`src/dpdd_pkg.sv`:
```
// shared types, codes and constants of the dive profile delta decoder
package dpdd_pkg;

  localparam int DEF_MAX_SAMPLES  = 4095;
  localparam int DEF_HEADER_BYTES = 3;
  localparam int HDR_W            = 2;
  localparam int QUEUE_DEPTH      = 4;
  localparam int TIME_W           = 20;
  localparam int DEPTH_W          = 16;

  localparam int SAMPLE_SECONDS = 180;
  localparam int MINUTE_SECONDS = 60;

  localparam logic [7:0] BYTE_ESC_LO   = 8'h7D;
  localparam logic [7:0] BYTE_DECO     = 8'h7E;
  localparam logic [7:0] BYTE_CEILING  = 8'h7F;
  localparam logic [7:0] BYTE_END      = 8'h80;
  localparam logic [7:0] BYTE_ASCENT   = 8'h81;
  localparam logic [7:0] BYTE_IGNORE   = 8'h82;
  localparam logic [7:0] BYTE_ESC_HI   = 8'h83;

  localparam logic [1:0] KIND_SAMPLE  = 2'd0;
  localparam logic [1:0] KIND_EVENT   = 2'd1;
  localparam logic [1:0] KIND_SUMMARY = 2'd2;
  localparam logic [1:0] KIND_ERROR   = 2'd3;

  localparam logic [1:0] EVT_DECO    = 2'd0;
  localparam logic [1:0] EVT_CEILING = 2'd1;
  localparam logic [1:0] EVT_ASCENT  = 2'd2;

  localparam logic [1:0] ERR_SHORT   = 2'd0;
  localparam logic [1:0] ERR_ESCAPE  = 2'd1;
  localparam logic [1:0] ERR_NO_END  = 2'd2;
  localparam logic [1:0] ERR_NO_TAIL = 2'd3;

  typedef enum logic [2:0] {
    PH_HEADER,
    PH_BODY,
    PH_ESCAPE,
    PH_TAIL,
    PH_DONE
  } phase_t;

  typedef enum logic [2:0] {
    OP_DELTA,
    OP_SAMPLE,
    OP_EVENT,
    OP_SUMMARY,
    OP_ERROR
  } op_t;

  // one classified byte handed from front to back
  typedef struct packed {
    op_t        op;
    logic [7:0] data;
    logic [1:0] code;   // event or error code
    logic       trail;  // no-end-marker error follows this op
    logic       clear;  // start of a new record: zero the back state first
  } entry_t;

  typedef struct packed {
    logic [1:0]                kind;
    logic [TIME_W-1:0]         time_seconds;
    logic signed [DEPTH_W-1:0] depth_feet;
    logic                      gas_report;
    logic [1:0]                event_code;
    logic [TIME_W-1:0]         dive_time_seconds;
    logic signed [DEPTH_W-1:0] max_depth_feet;
    logic [1:0]                error_code;
    logic                      last_of_run;
  } result_t;

endpackage

```
`src/dpdd_front.sv`:
```
// front end: header skipping, phase tracking and byte classification
module dpdd_front #(
  parameter int HEADER_BYTES = dpdd_pkg::DEF_HEADER_BYTES
) (
  input  logic             clk,
  input  logic             rst_n,
  input  logic             accept,
  input  logic [7:0]       data_byte,
  input  logic             record_start,
  input  logic             last_byte,
  output logic             push,
  output dpdd_pkg::entry_t push_entry
);

  localparam logic [dpdd_pkg::HDR_W-1:0] HDR_INIT = dpdd_pkg::HDR_W'(HEADER_BYTES);
  localparam dpdd_pkg::phase_t PH_INIT =
    (HEADER_BYTES == 0) ? dpdd_pkg::PH_BODY : dpdd_pkg::PH_HEADER;

  dpdd_pkg::phase_t              phase_r, phase_nxt, phase_eff;
  logic [dpdd_pkg::HDR_W-1:0]    hdr_left_r, hdr_left_nxt, hdr_eff, hdr_dec;
  logic                          clear_pend_r, clear_pend_nxt;
  logic                          is_delta, is_escape, is_end;

  always_comb begin
    phase_eff = record_start ? PH_INIT : phase_r;
    hdr_eff   = record_start ? HDR_INIT : hdr_left_r;
    hdr_dec   = (hdr_eff != '0) ? hdr_eff - 1'b1 : hdr_eff;
    is_end    = (data_byte == dpdd_pkg::BYTE_END);
    is_delta  = (data_byte < dpdd_pkg::BYTE_DECO) || (data_byte > dpdd_pkg::BYTE_IGNORE);
    is_escape = (data_byte == dpdd_pkg::BYTE_ESC_LO) || (data_byte == dpdd_pkg::BYTE_ESC_HI);
  end

  // next phase
  always_comb begin
    phase_nxt    = phase_r;
    hdr_left_nxt = hdr_left_r;
    if (accept) begin
      hdr_left_nxt = hdr_eff;
      case (phase_eff)
        dpdd_pkg::PH_HEADER: begin
          hdr_left_nxt = hdr_dec;
          if (last_byte) phase_nxt = dpdd_pkg::PH_DONE;
          else if (hdr_dec == '0) phase_nxt = dpdd_pkg::PH_BODY;
          else phase_nxt = dpdd_pkg::PH_HEADER;
        end
        dpdd_pkg::PH_BODY: begin
          if (last_byte) phase_nxt = dpdd_pkg::PH_DONE;
          else if (is_end) phase_nxt = dpdd_pkg::PH_TAIL;
          else if (is_delta && is_escape) phase_nxt = dpdd_pkg::PH_ESCAPE;
          else phase_nxt = dpdd_pkg::PH_BODY;
        end
        dpdd_pkg::PH_ESCAPE: begin
          phase_nxt = last_byte ? dpdd_pkg::PH_DONE : dpdd_pkg::PH_BODY;
        end
        dpdd_pkg::PH_TAIL: phase_nxt = dpdd_pkg::PH_DONE;
        default:           phase_nxt = dpdd_pkg::PH_DONE;
      endcase
    end
  end

  // classification into back-end operations
  always_comb begin
    push             = 1'b0;
    push_entry.op    = dpdd_pkg::OP_DELTA;
    push_entry.data  = data_byte;
    push_entry.code  = dpdd_pkg::ERR_SHORT;
    push_entry.trail = 1'b0;
    push_entry.clear = record_start | clear_pend_r;
    case (phase_eff)
      dpdd_pkg::PH_HEADER: begin
        if (last_byte) begin
          push            = 1'b1;
          push_entry.op   = dpdd_pkg::OP_ERROR;
          push_entry.code = dpdd_pkg::ERR_SHORT;
        end
      end
      dpdd_pkg::PH_BODY: begin
        if (is_end) begin
          if (last_byte) begin
            push            = 1'b1;
            push_entry.op   = dpdd_pkg::OP_ERROR;
            push_entry.code = dpdd_pkg::ERR_NO_TAIL;
          end
        end else if (is_delta) begin
          push = 1'b1;
          if (is_escape) begin
            if (last_byte) begin
              push_entry.op   = dpdd_pkg::OP_ERROR;
              push_entry.code = dpdd_pkg::ERR_ESCAPE;
            end else begin
              push_entry.op = dpdd_pkg::OP_DELTA;
            end
          end else begin
            push_entry.op    = dpdd_pkg::OP_SAMPLE;
            push_entry.trail = last_byte;
          end
        end else if (data_byte == dpdd_pkg::BYTE_IGNORE) begin
          if (last_byte) begin
            push            = 1'b1;
            push_entry.op   = dpdd_pkg::OP_ERROR;
            push_entry.code = dpdd_pkg::ERR_NO_END;
          end
        end else begin
          push             = 1'b1;
          push_entry.op    = dpdd_pkg::OP_EVENT;
          push_entry.trail = last_byte;
          if (data_byte == dpdd_pkg::BYTE_DECO) push_entry.code = dpdd_pkg::EVT_DECO;
          else if (data_byte == dpdd_pkg::BYTE_CEILING) push_entry.code = dpdd_pkg::EVT_CEILING;
          else push_entry.code = dpdd_pkg::EVT_ASCENT;
        end
      end
      dpdd_pkg::PH_ESCAPE: begin
        push             = 1'b1;
        push_entry.op    = dpdd_pkg::OP_SAMPLE;
        push_entry.trail = last_byte;
      end
      dpdd_pkg::PH_TAIL: begin
        push          = 1'b1;
        push_entry.op = dpdd_pkg::OP_SUMMARY;
      end
      default: push = 1'b0;
    endcase
    push = push & accept;
  end

  // a record start whose byte pushes nothing hands its clear to the next push
  always_comb begin
    clear_pend_nxt = clear_pend_r;
    if (accept) clear_pend_nxt = push ? 1'b0 : (record_start | clear_pend_r);
  end

  always_ff @(posedge clk) begin
    if (!rst_n) begin
      phase_r      <= PH_INIT;
      hdr_left_r   <= HDR_INIT;
      clear_pend_r <= 1'b0;
    end else begin
      phase_r      <= phase_nxt;
      hdr_left_r   <= hdr_left_nxt;
      clear_pend_r <= clear_pend_nxt;
    end
  end

endmodule

```
`src/dpdd_queue.sv`:
```
// short queue of classified bytes between front and back
module dpdd_queue (
  input  logic             clk,
  input  logic             rst_n,
  input  logic             push,
  input  dpdd_pkg::entry_t push_entry,
  input  logic             pop,
  output logic             full,
  output logic             head_valid,
  output dpdd_pkg::entry_t head
);

  localparam int PTR_W = $clog2(dpdd_pkg::QUEUE_DEPTH);
  localparam int CNT_W = $clog2(dpdd_pkg::QUEUE_DEPTH + 1);

  dpdd_pkg::entry_t   mem [dpdd_pkg::QUEUE_DEPTH];
  logic [PTR_W-1:0]   wr_ptr_r, rd_ptr_r;
  logic [CNT_W-1:0]   count_r, count_nxt;

  assign full       = (count_r == CNT_W'(dpdd_pkg::QUEUE_DEPTH));
  assign head_valid = (count_r != '0);
  assign head       = mem[rd_ptr_r];

  always_comb begin
    count_nxt = count_r;
    if (push && !pop) count_nxt = count_r + 1'b1;
    else if (!push && pop) count_nxt = count_r - 1'b1;
  end

  always_ff @(posedge clk) begin
    if (push) mem[wr_ptr_r] <= push_entry;
  end

  always_ff @(posedge clk) begin
    if (!rst_n) begin
      wr_ptr_r <= '0;
      rd_ptr_r <= '0;
      count_r  <= '0;
    end else begin
      if (push) wr_ptr_r <= wr_ptr_r + 1'b1;
      if (pop)  rd_ptr_r <= rd_ptr_r + 1'b1;
      count_r <= count_nxt;
    end
  end

endmodule

```
`src/dpdd_back.sv`:
```
// back end: depth accumulation, sample counting and result register
module dpdd_back #(
  parameter int MAX_SAMPLES = dpdd_pkg::DEF_MAX_SAMPLES
) (
  input  logic              clk,
  input  logic              rst_n,
  input  logic              head_valid,
  input  dpdd_pkg::entry_t  head,
  output logic              pop,
  output logic              out_valid,
  input  logic              out_ready,
  output dpdd_pkg::result_t out_res
);

  localparam int CNT_W = $clog2(MAX_SAMPLES + 1);
  localparam int DW    = dpdd_pkg::DEPTH_W;

  logic signed [DW-1:0] depth_r, depth_nxt, deep_r, deep_nxt;
  logic [CNT_W-1:0]     cnt_r, cnt_nxt;
  logic                 gas_r, gas_nxt;
  logic                 pend_r, pend_nxt;
  logic                 out_valid_r, out_valid_nxt;
  dpdd_pkg::result_t    out_res_r, res;
  logic                 res_valid;

  logic signed [DW-1:0] base_depth, base_deep, sum_depth;
  logic [CNT_W-1:0]     base_cnt, inc_cnt;
  logic                 base_gas, load, two;
  logic [31:0]          time_prod, dive_prod;

  assign load = head_valid && (!out_valid_r || out_ready);
  assign two  = head.trail &&
                ((head.op == dpdd_pkg::OP_SAMPLE) || (head.op == dpdd_pkg::OP_EVENT));
  assign pop  = load && (pend_r || !two);

  always_comb begin
    base_depth = head.clear ? '0 : depth_r;
    base_deep  = head.clear ? '0 : deep_r;
    base_cnt   = head.clear ? '0 : cnt_r;
    base_gas   = head.clear ? 1'b0 : gas_r;
    sum_depth  = base_depth + DW'(signed'(head.data));
    inc_cnt    = (base_cnt < CNT_W'(MAX_SAMPLES)) ? base_cnt + 1'b1 : base_cnt;
    time_prod  = 32'(inc_cnt) * 32'(dpdd_pkg::SAMPLE_SECONDS);
    dive_prod  = 32'(base_cnt) * 32'(dpdd_pkg::SAMPLE_SECONDS)
               + 32'(head.data) * 32'(dpdd_pkg::MINUTE_SECONDS);
  end

  always_comb begin
    depth_nxt = depth_r;
    deep_nxt  = deep_r;
    cnt_nxt   = cnt_r;
    gas_nxt   = gas_r;
    pend_nxt  = pend_r;
    res       = '0;
    res_valid = 1'b0;
    if (load) begin
      if (pend_r) begin
        // second result of a byte: the missing end marker
        res_valid       = 1'b1;
        res.kind        = dpdd_pkg::KIND_ERROR;
        res.error_code  = dpdd_pkg::ERR_NO_END;
        res.last_of_run = 1'b1;
        pend_nxt        = 1'b0;
      end else begin
        depth_nxt = base_depth;
        deep_nxt  = base_deep;
        cnt_nxt   = base_cnt;
        gas_nxt   = base_gas;
        pend_nxt  = two;
        case (head.op)
          dpdd_pkg::OP_DELTA: depth_nxt = sum_depth;
          dpdd_pkg::OP_SAMPLE: begin
            depth_nxt        = sum_depth;
            deep_nxt         = (sum_depth > base_deep) ? sum_depth : base_deep;
            cnt_nxt          = inc_cnt;
            gas_nxt          = 1'b1;
            res_valid        = 1'b1;
            res.kind         = dpdd_pkg::KIND_SAMPLE;
            res.time_seconds = time_prod[dpdd_pkg::TIME_W-1:0];
            res.depth_feet   = sum_depth;
            res.gas_report   = !base_gas;
            res.last_of_run  = !two;
          end
          dpdd_pkg::OP_EVENT: begin
            res_valid       = 1'b1;
            res.kind        = dpdd_pkg::KIND_EVENT;
            res.event_code  = head.code;
            res.last_of_run = !two;
          end
          dpdd_pkg::OP_SUMMARY: begin
            res_valid             = 1'b1;
            res.kind              = dpdd_pkg::KIND_SUMMARY;
            res.dive_time_seconds = dive_prod[dpdd_pkg::TIME_W-1:0];
            res.max_depth_feet    = base_deep;
            res.last_of_run       = 1'b1;
          end
          dpdd_pkg::OP_ERROR: begin
            res_valid       = 1'b1;
            res.kind        = dpdd_pkg::KIND_ERROR;
            res.error_code  = head.code;
            res.last_of_run = 1'b1;
          end
          default: res_valid = 1'b0;
        endcase
      end
    end
  end

  always_comb begin
    out_valid_nxt = out_valid_r;
    if (load) out_valid_nxt = res_valid;
    else if (out_ready) out_valid_nxt = 1'b0;
  end

  always_ff @(posedge clk) begin
    if (load && res_valid) out_res_r <= res;
  end

  always_ff @(posedge clk) begin
    if (!rst_n) begin
      depth_r     <= '0;
      deep_r      <= '0;
      cnt_r       <= '0;
      gas_r       <= 1'b0;
      pend_r      <= 1'b0;
      out_valid_r <= 1'b0;
    end else begin
      depth_r     <= depth_nxt;
      deep_r      <= deep_nxt;
      cnt_r       <= cnt_nxt;
      gas_r       <= gas_nxt;
      pend_r      <= pend_nxt;
      out_valid_r <= out_valid_nxt;
    end
  end

  assign out_valid = out_valid_r;
  assign out_res   = out_res_r;

`ifndef SYNTH
  a_pend_holds_entry: assert property (@(posedge clk) disable iff (!rst_n)
    pend_r |-> head_valid)
    else $error("second result pending without a queued entry");

  a_error_closes_run: assert property (@(posedge clk) disable iff (!rst_n)
    (out_valid_r && out_res_r.kind == dpdd_pkg::KIND_ERROR) |-> out_res_r.last_of_run)
    else $error("error result not marked last of run");

  a_open_run_pending: assert property (@(posedge clk) disable iff (!rst_n)
    (out_valid_r && !out_res_r.last_of_run) |-> pend_r)
    else $error("open run without a pending trailing error");

  a_max_tracks_depth: assert property (@(posedge clk) disable iff (!rst_n)
    (out_valid_r && out_res_r.kind == dpdd_pkg::KIND_SAMPLE) |-> (deep_r >= depth_r))
    else $error("deepest below running depth after a sample");
`endif

endmodule

```
`src/dive_profile_delta_decoder_unit.sv`:
```
// top level of the dive profile delta decoder: stream ports, front, queue and back
// path: an accepted byte is queued, and its result is registered at the output
// throughput: one byte per cycle while the queue is not full; a byte with two
//   results pops with its second; the four-entry queue absorbs the difference
// reset: rst_n synchronous, active low; clears phase, queue pointers, running state
//   and the output valid; no clearing pass
module dive_profile_delta_decoder_unit #(
  parameter int MAX_SAMPLES  = dpdd_pkg::DEF_MAX_SAMPLES,
  parameter int HEADER_BYTES = dpdd_pkg::DEF_HEADER_BYTES
) (
  input  logic        clk,
  input  logic        rst_n,
  input  logic        in_tvalid,
  output logic        in_tready,
  input  logic [7:0]  in_tdata,   // data_byte
  input  logic        in_tuser,   // record_start
  input  logic        in_tlast,   // last_byte
  output logic        out_tvalid,
  input  logic        out_tready,
  // time_seconds[19:0], depth_feet[35:20], gas_report[36], event_code[38:37],
  // dive_time_seconds[58:39], max_depth_feet[74:59], error_code[76:75], zero[79:77]
  output logic [79:0] out_tdata,
  output logic [1:0]  out_tuser,  // kind
  output logic        out_tlast   // last_of_run
);

  logic              accept, push, full, head_valid, pop;
  dpdd_pkg::entry_t  push_entry, head;
  dpdd_pkg::result_t res;

  assign in_tready = !full;
  assign accept    = in_tvalid && in_tready;

  dpdd_front #(.HEADER_BYTES(HEADER_BYTES)) u_front (
    .clk          (clk),
    .rst_n        (rst_n),
    .accept       (accept),
    .data_byte    (in_tdata),
    .record_start (in_tuser),
    .last_byte    (in_tlast),
    .push         (push),
    .push_entry   (push_entry)
  );

  dpdd_queue u_queue (
    .clk        (clk),
    .rst_n      (rst_n),
    .push       (push),
    .push_entry (push_entry),
    .pop        (pop),
    .full       (full),
    .head_valid (head_valid),
    .head       (head)
  );

  dpdd_back #(.MAX_SAMPLES(MAX_SAMPLES)) u_back (
    .clk        (clk),
    .rst_n      (rst_n),
    .head_valid (head_valid),
    .head       (head),
    .pop        (pop),
    .out_valid  (out_tvalid),
    .out_ready  (out_tready),
    .out_res    (res)
  );

  assign out_tdata = {3'b000, res.error_code, res.max_depth_feet, res.dive_time_seconds,
                      res.event_code, res.gas_report, res.depth_feet, res.time_seconds};
  assign out_tuser = res.kind;
  assign out_tlast = res.last_of_run;

endmodule
```
`config.mk`:
```
export PLATFORM = sky130hd
export DESIGN_NAME = dive_profile_delta_decoder_unit
export DESIGN_NICKNAME = d
export VERILOG_FILES = /design/src/dpdd_pkg.sv /design/src/dpdd_front.sv /design/src/dpdd_queue.sv /design/src/dpdd_back.sv /design/src/dive_profile_delta_decoder_unit.sv
export SDC_FILE = /design/constraint.sdc
export NUM_CORES = 1
export LEC_CHECK = 0
export BUFFER_PORTS_ARGS = -buffer_cell sky130_fd_sc_hd__buf_2
export CORE_MARGIN = 4
export CORE_UTILIZATION = 40
export CTS_CLUSTER_SIZE = 20
export DETAILED_ROUTE_END_ITERATION = 8
export MAX_ROUTING_LAYER = met4
export SETUP_SLACK_MARGIN = 0.5
export SLEW_MARGIN = 15
export SYNTH_ARGS = -nofsm -noshare
export SYNTH_HDL_FRONTEND = slang
export SYNTH_SLANG_ARGS = --single-unit
```
`constraint.sdc`:
```
create_clock -name clk -period 17.5 [get_ports clk]
set_clock_uncertainty 0.15 [all_clocks]
set_input_delay 0.875 -clock clk [delete_from_list [all_inputs] [get_ports clk]]
set_output_delay 0.875 -clock clk [all_outputs]
set_load 0.05 [all_outputs]
```
# Yosys cells after proc, flatten, opt, wreduce, memory -nomap -nowiden
# Memories as Yosys holds them, arrays and structs flattened. A register that Yosys moved wholly into a read port is not among the register bits.
# Cells that the tools add are included.
[word_totals] register_bits=140 latchBits=0 mem_bits_rw=60 mem_bits_ro=0 input_bits=14 output_inout_bits=85 word_cells=162 memories=1
[classes] n_addsub=8 mul=3 n_div=0 order_cmp=4 n_eq_ne=14 shifts=0 mux=64 bitwise=8 n_reduce_logical=37
[memory_table] memory="u_queue.mem" words=4 width=15 read_ports=1 rd_clocked_by_memory_dff=1 write_ports=1 line_no="dpdd_queue.sv:16" source="dpdd_pkg::entry_t mem [dpdd_pkg::QUEUE_DEPTH];"
[ops] cell="$mux W16" n=5
[ops] cell="$mux W3" n=14
[ops] cell="$mul A12 B6 Y18 const B" n=2
[ops] cell="$mux W12" n=3
[ops] cell="$mux W2" n=15
[ops] cell="$eq A8 B7 Y1 const B" n=3
[ops] cell="$eq A8 B8 Y1 const B" n=3
[ops] cell="$mux W1" n=21
[ops] cell="$add A20 B14 Y20" n=1
[ops] cell="$add A16 B8 Y16" n=1
[ops] cell="$gt A16 B16 Y1" n=1
[ops] cell="$add A12 B1 Y12 const B" n=1
[ops] cell="$eq A3 B2 Y1 const B" n=4
[ops] cell="$lt A12 B12 Y1 const B" n=1
[ops] cell="$mul A8 B4 Y12 const B" n=1
[ops] cell="$pmux W3 S4" n=1
[ops] cell="$reduce_or A3 Y1" n=4
[ops] cell="$reduce_or A2 Y1" n=5
[ops] cell="$pmux W3 S3" n=1
[ops] cell="$gt A8 B8 Y1 const B" n=1
[ops] cell="$logic_and A1 B1 Y1" n=8
[ops] cell="$lt A8 B7 Y1 const B" n=1
[ops] cell="$eq A3 B1 Y1 const B" n=2
[ops] cell="$eq A3 B3 Y1 const B" n=2
[ops] cell="18 further kinds" n=37

# Depth between registers and ports, before layout
# Gate-level depths: netlist of run 1.
[depth] word_depth=10 depth_mapped=30 depth_no_buf=27

# Cells and area by module
# From an unflattened synthesis of run 1, not the netlist that was laid out.
[hier_totals] hier_cells=1312 hier_area_um2=13360.3
[by_module_without_submodules] mod="dpdd_back" n_inst=1 cells_per_inst=1092 area_per_inst_um2=10053.4 seq_area_each_um2=3223.1
[by_module_without_submodules] mod="dpdd_queue" n_inst=1 cells_per_inst=121 area_per_inst_um2=2641.3 seq_area_each_um2=1981.9
[by_module_without_submodules] mod="dpdd_front" n_inst=1 cells_per_inst=93 area_per_inst_um2=629.4 seq_area_each_um2=120.1
[by_module_without_submodules] mod="dive_profile_delta_decoder_unit" n_inst=1 cells_per_inst=6 area_per_inst_um2=36.3 seq_area_each_um2=0.0

# Worst setup path after synthesis of run 1
# Ideal clock, no wire load.
[synth_path] path_kind="flip-flop to flip-flop" from="register with a tool-made name" to="register u_back.out_res_r, in the netlist u_back.out_res[75], data pin" setup_ns=0.266 arrival_time_ns=6.197 t_required_ns=17.084 setup_slack_ns=10.887 path_stages_with_launch=29 n_path_buf=2 period_less_slack_ns=6.613 cell_sequence="dfxtp_1 clkbuf_1 buf_1 mux2i_1 nand2_1 o21ai_1 nand2_1 inv_1 ha_1 nand4_1 nor3_2 nor2_1 nand3_1 xor2_1 nor2_1 ha_1 ha_1 inv_1 fa_1 inv_1 ha_1 a21o_1 a21oi_1 o21ai_0 a2111oi_0 o31ai_1 o41ai_1 xor2_1 nor2_1"
[synth_lines] element="end signal: assignment" line_no="dpdd_back.sv:116" source="if (load && res_valid) out_res_r <= res;"
[synth_lines] element="end: declaration" line_no="dpdd_back.sv:23" source="dpdd_pkg::result_t out_res_r, res;"

==> results.py, run 1 <==
metrics = {
    "run_status": {
        "status": "finished clean",
    },
    "yosys": {
        "ys_async_sr_fraction_pct": 0,
        "ys_seq_area_share_pct": 39.5,
        "synth-edff-count": 136,
        "yosysTopAreaCell": "edfxtp_1",
        "ys_ff_latch": 198,
        "yosysWarnings": 0,
        "ys_types": 83,
        "yosys.area.top_type_share_pct": 30.3,
        "synthTopCellsByArea": "edfxtp_1 30%, ha_1 12%, dfxtp_1 9.2%",
        "netlist_instances": 1324,
        "syn_avg_cell_area_um2": 10.2,
        "synthFlopType": "edfxtp_1",
        "syn_area_um2": 13500,
    },
    "detailed_routing": {
        "wl_met2_um": 14300,
        "drt_iter0_drc": 588,
        "routed_wl_um": 30000,
        "drtPass1Iterations": 5,
        "drc": 0,
        "detail-route-antenna-nets": 0,
        "wl_met3_um": 1150,
        "highest_layer": "met4",
        "wire_per_inst_um": 16.2,
        "viasPerCell": 5.20,
        "vias": 9611,
        "wl_met1_um": 14000,
    },
    "setup_path": {
        "critPathBufInv": 4,
        "crit_slowest_cell": "dfxtp_1",
        "cp.required_ns": 17.54,
        "endpoint_kind": "flop",
        "cp_top_family": "compound AO/OA/AOI/OAI gates",
        "regToRegSetupSlack_ns": 10.05,
        "critPathArrivalTime_ns": 7.48,
        "crit_path_start_kind": "flop",
        "critical_path.most_common_cell": "ha_1",
        "worst_path_largest_cell_delay_ns": 0.84,
        "critPathKind": "flop to flop",
        "cp_max_fo": 28,
    },
    "place": {
        "place_area_um2": 14300,
        "post-place-ws_ns": 10.01,
        "dp_hpwl_um": 22400,
        "gp_congestion": 0.880,
        "place_inst": 1815,
        "io_buffers": 91,
    },
    "timing": {
        "drv_slew": 0,
        "worstMarginPinSlew_ns": 1.09,
        "layout_setup_ws_ns": 10.05,
        "period_share_pct": 42.6,
        "hold_viol": 0,
        "relSlewSlack_pct": 26.7,
        "post-route-min-period_ns": 7.45,
        "tns_ns": 0,
        "hold_slack_ns": 0.320,
        "fmax_mhz": 134,
        "rsz0062_at_grt": "no",
        "setup_viol": 0,
    },
    "layout": {
        "diodes": 0,
        "layout-drive-gt1-share_pct": 12.4,
        "area_growth_pct": 10.7,
        "nNetsFinal": 1583,
        "seq_area_um2": 5330,
        "instances_no_fill": 1847,
        "final_area_um2": 14900,
        "multi_input_area_um2": 7400,
        "final_cell_mix": "136 x inv_1, 136 x edfxtp_1, 125 x ha_1",
        "n_fill_cell": 3211,
        "final_util_pct": 45.4,
    },
    "pwr": {
        "power.leakage_nw": 6.37,
        "finalPower_mw": 2.75,
        "p_per_area_nw_per_um2": 185,
        "irDropWorstVdd_uv": 136,
    },
    "clock_tree": {
        "cts_setup_buffers": 0,
        "cts.htree.levels": 4,
        "path_clk_slew_ns": 0.08,
        "cts_sinks": 198,
        "post_cts_resized": 0,
        "clockBufferDepth": 2,
        "cts-root-buf": "clkbuf_16",
        "cts_hold_buf": 0,
        "worstSkewPairLatency_ns": 0.45,
        "cts_tree": "done",
        "cts_buffers": 17,
    },
    "hold_path": {
        "hp-class": "flop to flop",
    },
    "floorplanning": {
        "die_area_um2": 36700,
        "die_w_um": 192,
        "rows": 66,
        "coreArea_um2": 32900,
        "pin_count": 99,
        "dieHeight_um": 192,
        "start_util_pct": 41.0,
    },
    "run": {
        "max_cap_violations": 0,
    },
    "global_route": {
        "grt_max_degree": 75,
        "overflow": 0,
        "grt_usage_pct": 17.2,
        "grt_pass1_wl_um": 49100,
        "antenna_found_initial": 0,
        "grt_pass1_vias": 9433,
    },
}
==> tightest hold or removal path, cell delays in order (launching register included) <==
cell and delay, ns:
dfxtp_1 0.31, nand2_1 0.06, a21oi_1 0.06
==> synth_stat cells (7+ instances only) <==
cell	count
and3_1	20
mux4_2	15
nor3_1	33
a31oi_1	7
a21oi_1	72
ha_1	125
xor2_1	26
a22oi_1	18
nor2_1	123
inv_1	136
o21bai_1	10
o211ai_1	19
nand2_1	80
xnor2_1	41
clkbuf_1	34
nor2b_1	36
fa_1	52
dfxtp_1	62
nand2b_1	7
a21o_1	22
o21ai_0	37
and2_1	34
nand4_1	9
buf_4	8
nand3_1	40
edfxtp_1	136
==> cell type report <==
type	instances	area share, %
multi-input combinational	939	49.7
sequential	198	35.7
tap	442	3.71
inverter	138	3.47
clock buffer	22	3.41
timing repair buffer	98	3.41
clock inverter	10	0.613
==> sequential cells by signal (all words and copies together), names as in the netlist, 2 cells and up, named ones only <==
| name | count |
|---|---|
| u_queue.wr_ptr_r | 2 |
| u_queue.count_r | 3 |
| u_front.hdr_left_r | 2 |
| u_back.depth_r | 16 |
| u_front.phase_r | 3 |
| u_queue.mem | 60 |
| u_back.cnt_r | 12 |
| u_back.deep_r | 16 |
| u_back.out_res | 76 |
| u_queue.rd_ptr_r | 2 |
==> cell families after synthesis <==
kind of cell | Yosys count | synth area share, %
AND/OR/NAND/NOR | 424 | 16.0
AO/OA/AOI/OAI | 240 | 11.7
flip-flops | 198 | 39.5
buffers and inverters | 193 | 5.76
adder cells (fa/ha/maj) | 178 | 19.4
XOR/XNOR | 68 | 4.48
multiplexers | 22 | 3.06
other | 1 | 0.0278
==> metal layers <==
| layer | up-vias | GRT usage (%) |
|---|---|---|
| li1 | 4771 | - |
| met2 | 175 | 27.4 |
| met3 | 35 | 2.87 |
| met4 | 0 | 4.48 |
| met5 | - | - |
| met1 | 4630 | 22.9 |
==> path summary, 6_finish.rpt <==
check | startpoint | to | depth (start not counted)
min | u_back.depth_r[11] | u_back.depth_r[11] | 2
min reg2reg | u_back.depth_r[11] | u_back.depth_r[11] | 2
max reg2reg | flop | u_back.out_res[75] | 26
max | flop | u_back.out_res[75] | 26
==> report_power, final <==
| group | total, mW | switching [mW] | leakage (nW) | internal [mW] |
|---|---|---|---|---|
| registers | 0.705 | 0.0452 | 1.77 | 0.660 |
| clock network | 0.403 | 0.190 | 0.294 | 0.213 |
| logic | 1.65 | 1.10 | 4.30 | 0.544 |
(Power assumes the default switching activity.)
==> run 2, diff against run 1 <==
==> constraint.sdc (replaced) <==
create_clock -name clk -period 7.27 [get_ports clk]
set_clock_uncertainty 0.15 [all_clocks]
set_input_delay 0.3635 -clock clk [delete_from_list [all_inputs] [get_ports clk]]
set_output_delay 0.3635 -clock clk [all_outputs]
set_load 0.05 [all_outputs]
==> results.py, run 2 (synthesis gave the netlist of run 1 again) <==
metrics = {
    "run_status": {
        "status": "finished clean",
    },
    "detailed_routing": {
        "wire_per_inst_um": 15.9,
        "detail-route-antenna-nets": 0,
        "drt_iter0_drc": 546,
        "drtPass1Iterations": 5,
        "routed_wl_um": 29500,
        "viasPerCell": 5.23,
        "vias": 9691,
        "drc": 0,
    },
    "floorplanning": {
        "pin_count": 99,
        "rows": 66,
        "start_util_pct": 41.0,
        "coreArea_um2": 32900,
        "die_area_um2": 36700,
        "die_w_um": 192,
        "dieHeight_um": 192,
    },
    "run": {
        "max_cap_violations": 0,
    },
    "timing": {
        "setup_viol": 0,
        "rsz0062_at_grt": "yes",
        "fmax_mhz": 158,
        "worstMarginPinSlew_ns": 1.03,
        "drv_slew": 0,
        "post-route-min-period_ns": 6.32,
        "period_share_pct": 87.0,
        "relSlewSlack_pct": 31.0,
        "tns_ns": 0,
        "hold_viol": 0,
    },
    "global_route": {
        "met3_usage_pct": 2.72,
        "grt_usage_pct": 17.0,
        "grt_max_degree": 57,
        "grt_pass1_vias": 9545,
        "use_met1_pct": 22.6,
        "overflow": 0,
        "grt_pass1_wl_um": 48800,
        "antenna_found_initial": 0,
        "busiest_layer": "met2",
        "grtUsageMet2_pct": 27.4,
    },
    "clock_tree": {
        "cts_sinks": 198,
        "clockBufferDepth": 2,
        "cts_tree": "done",
        "cts_hold_buf": 0,
        "cts_buffers": 17,
        "cts-root-buf": "clkbuf_16",
        "cts.htree.levels": 4,
        "worstSkewPairLatency_ns": 0.44,
        "path_clk_slew_ns": 0.08,
    },
    "setup_path": {
        "critPathKind": "flop to flop",
        "cp_max_fo": 5,
        "crit_path_start_kind": "flop",
        "cp.required_ns": 7.29,
        "critPathArrivalTime_ns": 6.34,
        "endpoint_kind": "flop",
    },
    "pwr": {
        "finalPower_mw": 6.61,
        "seqPwrFrac_pct": 25.5,
        "irDropWorstVdd_uv": 260,
        "swShare_pct": 48.9,
        "p_per_area_nw_per_um2": 443,
        "power.leakage_nw": 6.38,
        "pwr-share-clk_pct": 13.5,
        "intPower_mw": 3.38,
        "comb_power_share_pct": 61.0,
        "switchingPower_mw": 3.23,
    },
    "layout": {
        "diodes": 0,
        "instances_no_fill": 1852,
        "area_growth_pct": 10.8,
        "nNetsFinal": 1588,
        "largest_reg_flops": 76,
        "layout-drive-gt1-share_pct": 12.8,
        "final_area_um2": 14900,
        "final_cell_mix": "136 x inv_1, 136 x edfxtp_1, 125 x ha_1",
    },
    "hold_path": {
        "hp-class": "input pin to flop",
    },
    "place": {
        "place_inst": 1817,
        "place_area_um2": 14300,
        "io_buffers": 91,
        "dp_hpwl_um": 22200,
        "gp_congestion": 0.894,
    },
}
-- run 2: cell count changes in the layout (fill, tap and decap cells not counted), moves of 2 or more --
cell / delta
buf_4: +4
clkbuf_8: +2
clkbuf_16: -3
inv_8: -2
inv_6: -4
clkbuf_1: +3
clkinv_4: +4
-- run 2: path summary, 6_finish.rpt --
check	cells after the start	slack (ns)	startpoint	endpoint
setup / recovery	25	0.95	flop	u_back.out_res[75]
hold / removal	1	0.04	in_tdata[6]	u_queue.mem[3][10]
setup reg to reg	25	0.95	flop	u_back.out_res[75]
hold reg to reg	2	0.31	u_back.depth_r[11]	u_back.depth_r[11]
-- run 2: per-layer routing --
metal / up-vias / routed length (um)
met3: 25 / 1210
met4: 0 / 420
met1: 4650 / 13500
met5: - / 0
li1: 4809 / -
met2: 207 / 14300
-- run 2: area by class of cell --
cell class / instances / area (um2)
Clock buffer: 24 / 472
Multi-Input combinational cell: 939 / 7430
Inverter: 138 / 518
Timing Repair Buffer: 103 / 549
Fill cell: 3168 / 17900
Clock inverter: 8 / 70.1
Tap cell: 442 / 553
Sequential cell: 198 / 5330
-- run 2: power by group through the flow --
stage                     logic [mW]  clock network, mW  registers, mW
final                           4.03              0.893           1.69
after CTS                       4.06              0.919           1.69
after detailed placement        4.04                  0           1.71
after global routing            4.45              0.968           1.72
after global placement          3.99                  0           1.71
after floorplan                 2.37                  0           2.50
-- run 2: worst max-delay path, cell delays in order, from the launching register on --
cell and delay (ns):
dfxtp_1 0.41, mux2_2 0.36, o21ai_2 0.13, nand2_1 0.13, inv_1 0.18, ha_1 0.29
nand4_1 0.23, nor3_4 0.31, nor2_1 0.14, nand3_1 0.11, xor2_1 0.19, nor2_1 0.09
ha_1 0.31, ha_1 0.28, inv_1 0.05, fa_1 0.59, inv_1 0.06, ha_1 0.29
a21o_1 0.18, a21oi_1 0.21, o21ai_0 0.17, a2111oi_2 0.39, o31ai_1 0.20, o41ai_1 0.35
xor2_1 0.17, nor2_1 0.05
-- run 2: what timing repair did --
action | in CTS | in global routing
buffers inserted | 0 | 3
gates resized for setup | 0 | 8
setup endpoints to repair | 0 | 20
-- run 2: per-stage QoR --
step                setup slack [ns]  utilization (%)  hold WS, ns
finish                         0.946             45.4       0.0430
global route                   0.456             45.4       0.0313
CTS                            0.545             45.2       0.0179
detailed placement             0.590             43.6        0.307
global placement               0.766             43.6        0.295
floorplan                      0.657                -        0.282
==> run 3, diff against run 2 <==
--- a/config.mk
+++ b/config.mk
@@ -6,6 +6,7 @@
 export NUM_CORES = 1
 export LEC_CHECK = 0
 export BUFFER_PORTS_ARGS = -buffer_cell sky130_fd_sc_hd__buf_2
+export CORE_ASPECT_RATIO = 0.6
 export CORE_MARGIN = 4
 export CORE_UTILIZATION = 40
 export CTS_CLUSTER_SIZE = 20
@@ -15,4 +16,5 @@
 export SLEW_MARGIN = 15
 export SYNTH_ARGS = -nofsm -noshare
 export SYNTH_HDL_FRONTEND = slang
+export SYNTH_HIERARCHICAL = 1
 export SYNTH_SLANG_ARGS = --single-unit
==> results.py, run 3 <==
metrics = {
    "place": {
        "io_buffers": 91,
        "gp_congestion": 0.849,
        "dp_hpwl_um": 22500,
    },
    "yosys": {
        "ys_seq_area_share_pct": 39.9,
        "ys_types": 70,
        "syn_area_um2": 13400,
        "netlist_instances": 1312,
        "synth_commonest_cells": "154 x inv_1, 136 x edfxtp_1, 127 x ha_1, 113 x nor2_1, 68 x nand2_1",
        "yosysWarnings": 6,
        "ys_ff_latch": 198,
        "synthFlopType": "edfxtp_1",
        "yosysTopAreaCell": "edfxtp_1",
        "yosysMostFrequentCell": "inv_1",
        "ys_async_sr_fraction_pct": 0,
        "synthTopCellsByArea": "edfxtp_1 31%, ha_1 12%, dfxtp_1 9.3%",
        "syn_avg_cell_area_um2": 10.2,
        "synth-edff-count": 136,
        "yosys.area.top_type_share_pct": 30.6,
    },
    "pwr": {
        "seqPwrFrac_pct": 25.2,
        "p_per_area_nw_per_um2": 448,
        "switchingPower_mw": 3.31,
        "intPower_mw": 3.35,
        "swShare_pct": 49.7,
        "finalPower_mw": 6.65,
        "comb_power_share_pct": 60.6,
        "irDropWorstVdd_uv": 365,
        "pwr-share-clk_pct": 14.1,
        "power.leakage_nw": 6.36,
    },
    "clock_tree": {
        "cts_setup_buffers": 0,
        "path_clk_slew_ns": 0.08,
        "clockBufferDepth": 2,
        "cts_buffers": 17,
        "cts_sinks": 198,
        "cts-root-buf": "clkbuf_16",
        "cts_tree": "done",
        "worstSkewPairLatency_ns": 0.45,
        "cts.htree.levels": 4,
    },
    "layout": {
        "layout-drive-gt1-share_pct": 12.2,
        "multi_input_area_um2": 7190,
        "seq_area_um2": 5330,
        "n_fill_cell": 3145,
        "final_cell_mix": "153 x inv_1, 136 x edfxtp_1, 127 x ha_1",
        "area_growth_pct": 11.2,
        "largest_reg_flops": 76,
        "final_common_cell": "inv_1",
        "diodes": 0,
        "nNetsFinal": 1585,
    },
    "floorplanning": {
        "dieHeight_um": 150,
        "die_area_um2": 36500,
        "pin_count": 99,
        "coreArea_um2": 32700,
        "start_util_pct": 40.9,
        "rows": 51,
        "die_w_um": 244,
    },
    "timing": {
        "period_share_pct": 85.2,
        "drv_slew": 0,
        "fmax_mhz": 161,
        "post-route-min-period_ns": 6.19,
        "hold_viol": 0,
        "rsz0062_at_grt": "no",
        "setup_viol": 0,
        "relSlewSlack_pct": 35.2,
        "worstMarginPinSlew_ns": 0.968,
        "tns_ns": 0,
    },
    "setup_path": {
        "cp.required_ns": 7.31,
        "critPathKind": "flop to flop",
        "endpoint_kind": "flop",
        "cp_max_fo": 22,
        "critPathArrivalTime_ns": 6.23,
        "crit_path_start_kind": "flop",
    },
    "detailed_routing": {
        "drc": 0,
        "drt_iter0_drc": 718,
        "wire_per_inst_um": 16.0,
        "vias": 9599,
        "routed_wl_um": 29800,
        "viasPerCell": 5.17,
        "drtPass1Iterations": 5,
        "detail-route-antenna-nets": 0,
    },
    "global_route": {
        "antenna_found_initial": 0,
        "grt_pass1_vias": 9244,
        "grt_max_degree": 69,
        "grt_pass1_wl_um": 48500,
        "grt_usage_pct": 17.0,
        "overflow": 0,
    },
    "hold_path": {
        "hp-class": "input pin to flop",
    },
    "run_status": {
        "status": "finished clean",
    },
    "run": {
        "max_cap_violations": 0,
    },
}
==> run 3: kinds of logic after synthesis <==
| group | synth area share (%) |
|---|---|
| AO/OA/AOI/OAI | 11.0 |
| XOR/XNOR | 4.52 |
| adder cells (fa/ha/maj) | 19.4 |
| buffers and inverters | 6.53 |
| flip-flops | 39.9 |
| multiplexers | 3.30 |
| other | 0.0562 |
| AND/OR/NAND/NOR | 15.3 |
==> run 3: area by class of cell <==
cell class / instances / share of cell area (%)
multi-input combinational: 912 / 48.4
tap: 450 / 3.79
sequential: 198 / 35.9
clock buffer: 18 / 2.96
inverter: 154 / 3.89
clock inverter: 14 / 0.918
timing repair buffer: 111 / 4.16
==> run 3: what timing repair did <==
action | in CTS | in global routing
hold buffers | 5 | 0
resized for setup | 0 | 1
hold endpoints to repair | 20 | 0
endpoints found under the setup margin | 0 | 1
==> run 3: critical path, stage by stage (launching register included) <==
cell and delay, ns:
dfxtp_1 0.32, buf_4 0.24, mux4_2 0.57, nor2b_2 0.30, ha_1 0.22, nand3_1 0.23
o2111ai_2 0.44, nor3_1 0.16, xnor2_1 0.15, nor2_1 0.20, ha_1 0.30, inv_1 0.08
fa_1 0.44, fa_1 0.54, inv_1 0.04, ha_1 0.32, nand4_1 0.10, or3_1 0.36
a41oi_1 0.37, nor3_1 0.08, nor2_1 0.13, xnor2_1 0.13, nor2_1 0.05
==> run 3: metal layers <==
layer / up-vias / part of all wire, % / routed length [um] / track usage, %
met5: - / 0 / 0 / -
met4: 0 / 0.90 / 269 / 3.58
met3: 14 / 3.8 / 1130 / 3.01
met2: 188 / 43 / 12800 / 25.0
met1: 4678 / 52 / 15600 / 24.8
li1: 4719 / - / - / -
==> run 3: power by group through the flow <==
stage / clock network (mW) / logic, mW / registers, mW
after global placement: 0 / 3.95 / 1.71
after detailed placement: 0 / 4.02 / 1.71
after global routing: 1.02 / 4.44 / 1.71
final: 0.939 / 4.03 / 1.68
after CTS: 0.968 / 4.05 / 1.69
after floorplan: 0 / 2.30 / 2.52
==> run 3: worst paths after layout <==
kind,from,to,slack [ns],cells after the start
max reg2reg,flop,u_back/out_res[75],1.08,22
min,in_tdata[2],u_queue/mem[1][6],0.05,1
max,flop,u_back/out_res[75],1.08,22
min reg2reg,u_back/depth_r[11],u_back/depth_r[11],0.33,2
==> run 3: per-stage QoR <==
stage          util [%]  cell area [um2]  worst slack [ns]  hold WS, ns  std cells
2_1_floorplan         -            13400              1.41        0.285       1317
3_3_place_gp       43.5            14200              1.26        0.297       1820
3_5_place_dp       43.5            14200             0.982        0.307       1820
4_1_cts            45.5            14800             0.987       0.0207       1857
5_1_grt            45.5            14900             0.631       0.0299       1857
6_report           45.5            14900              1.08       0.0451       1857
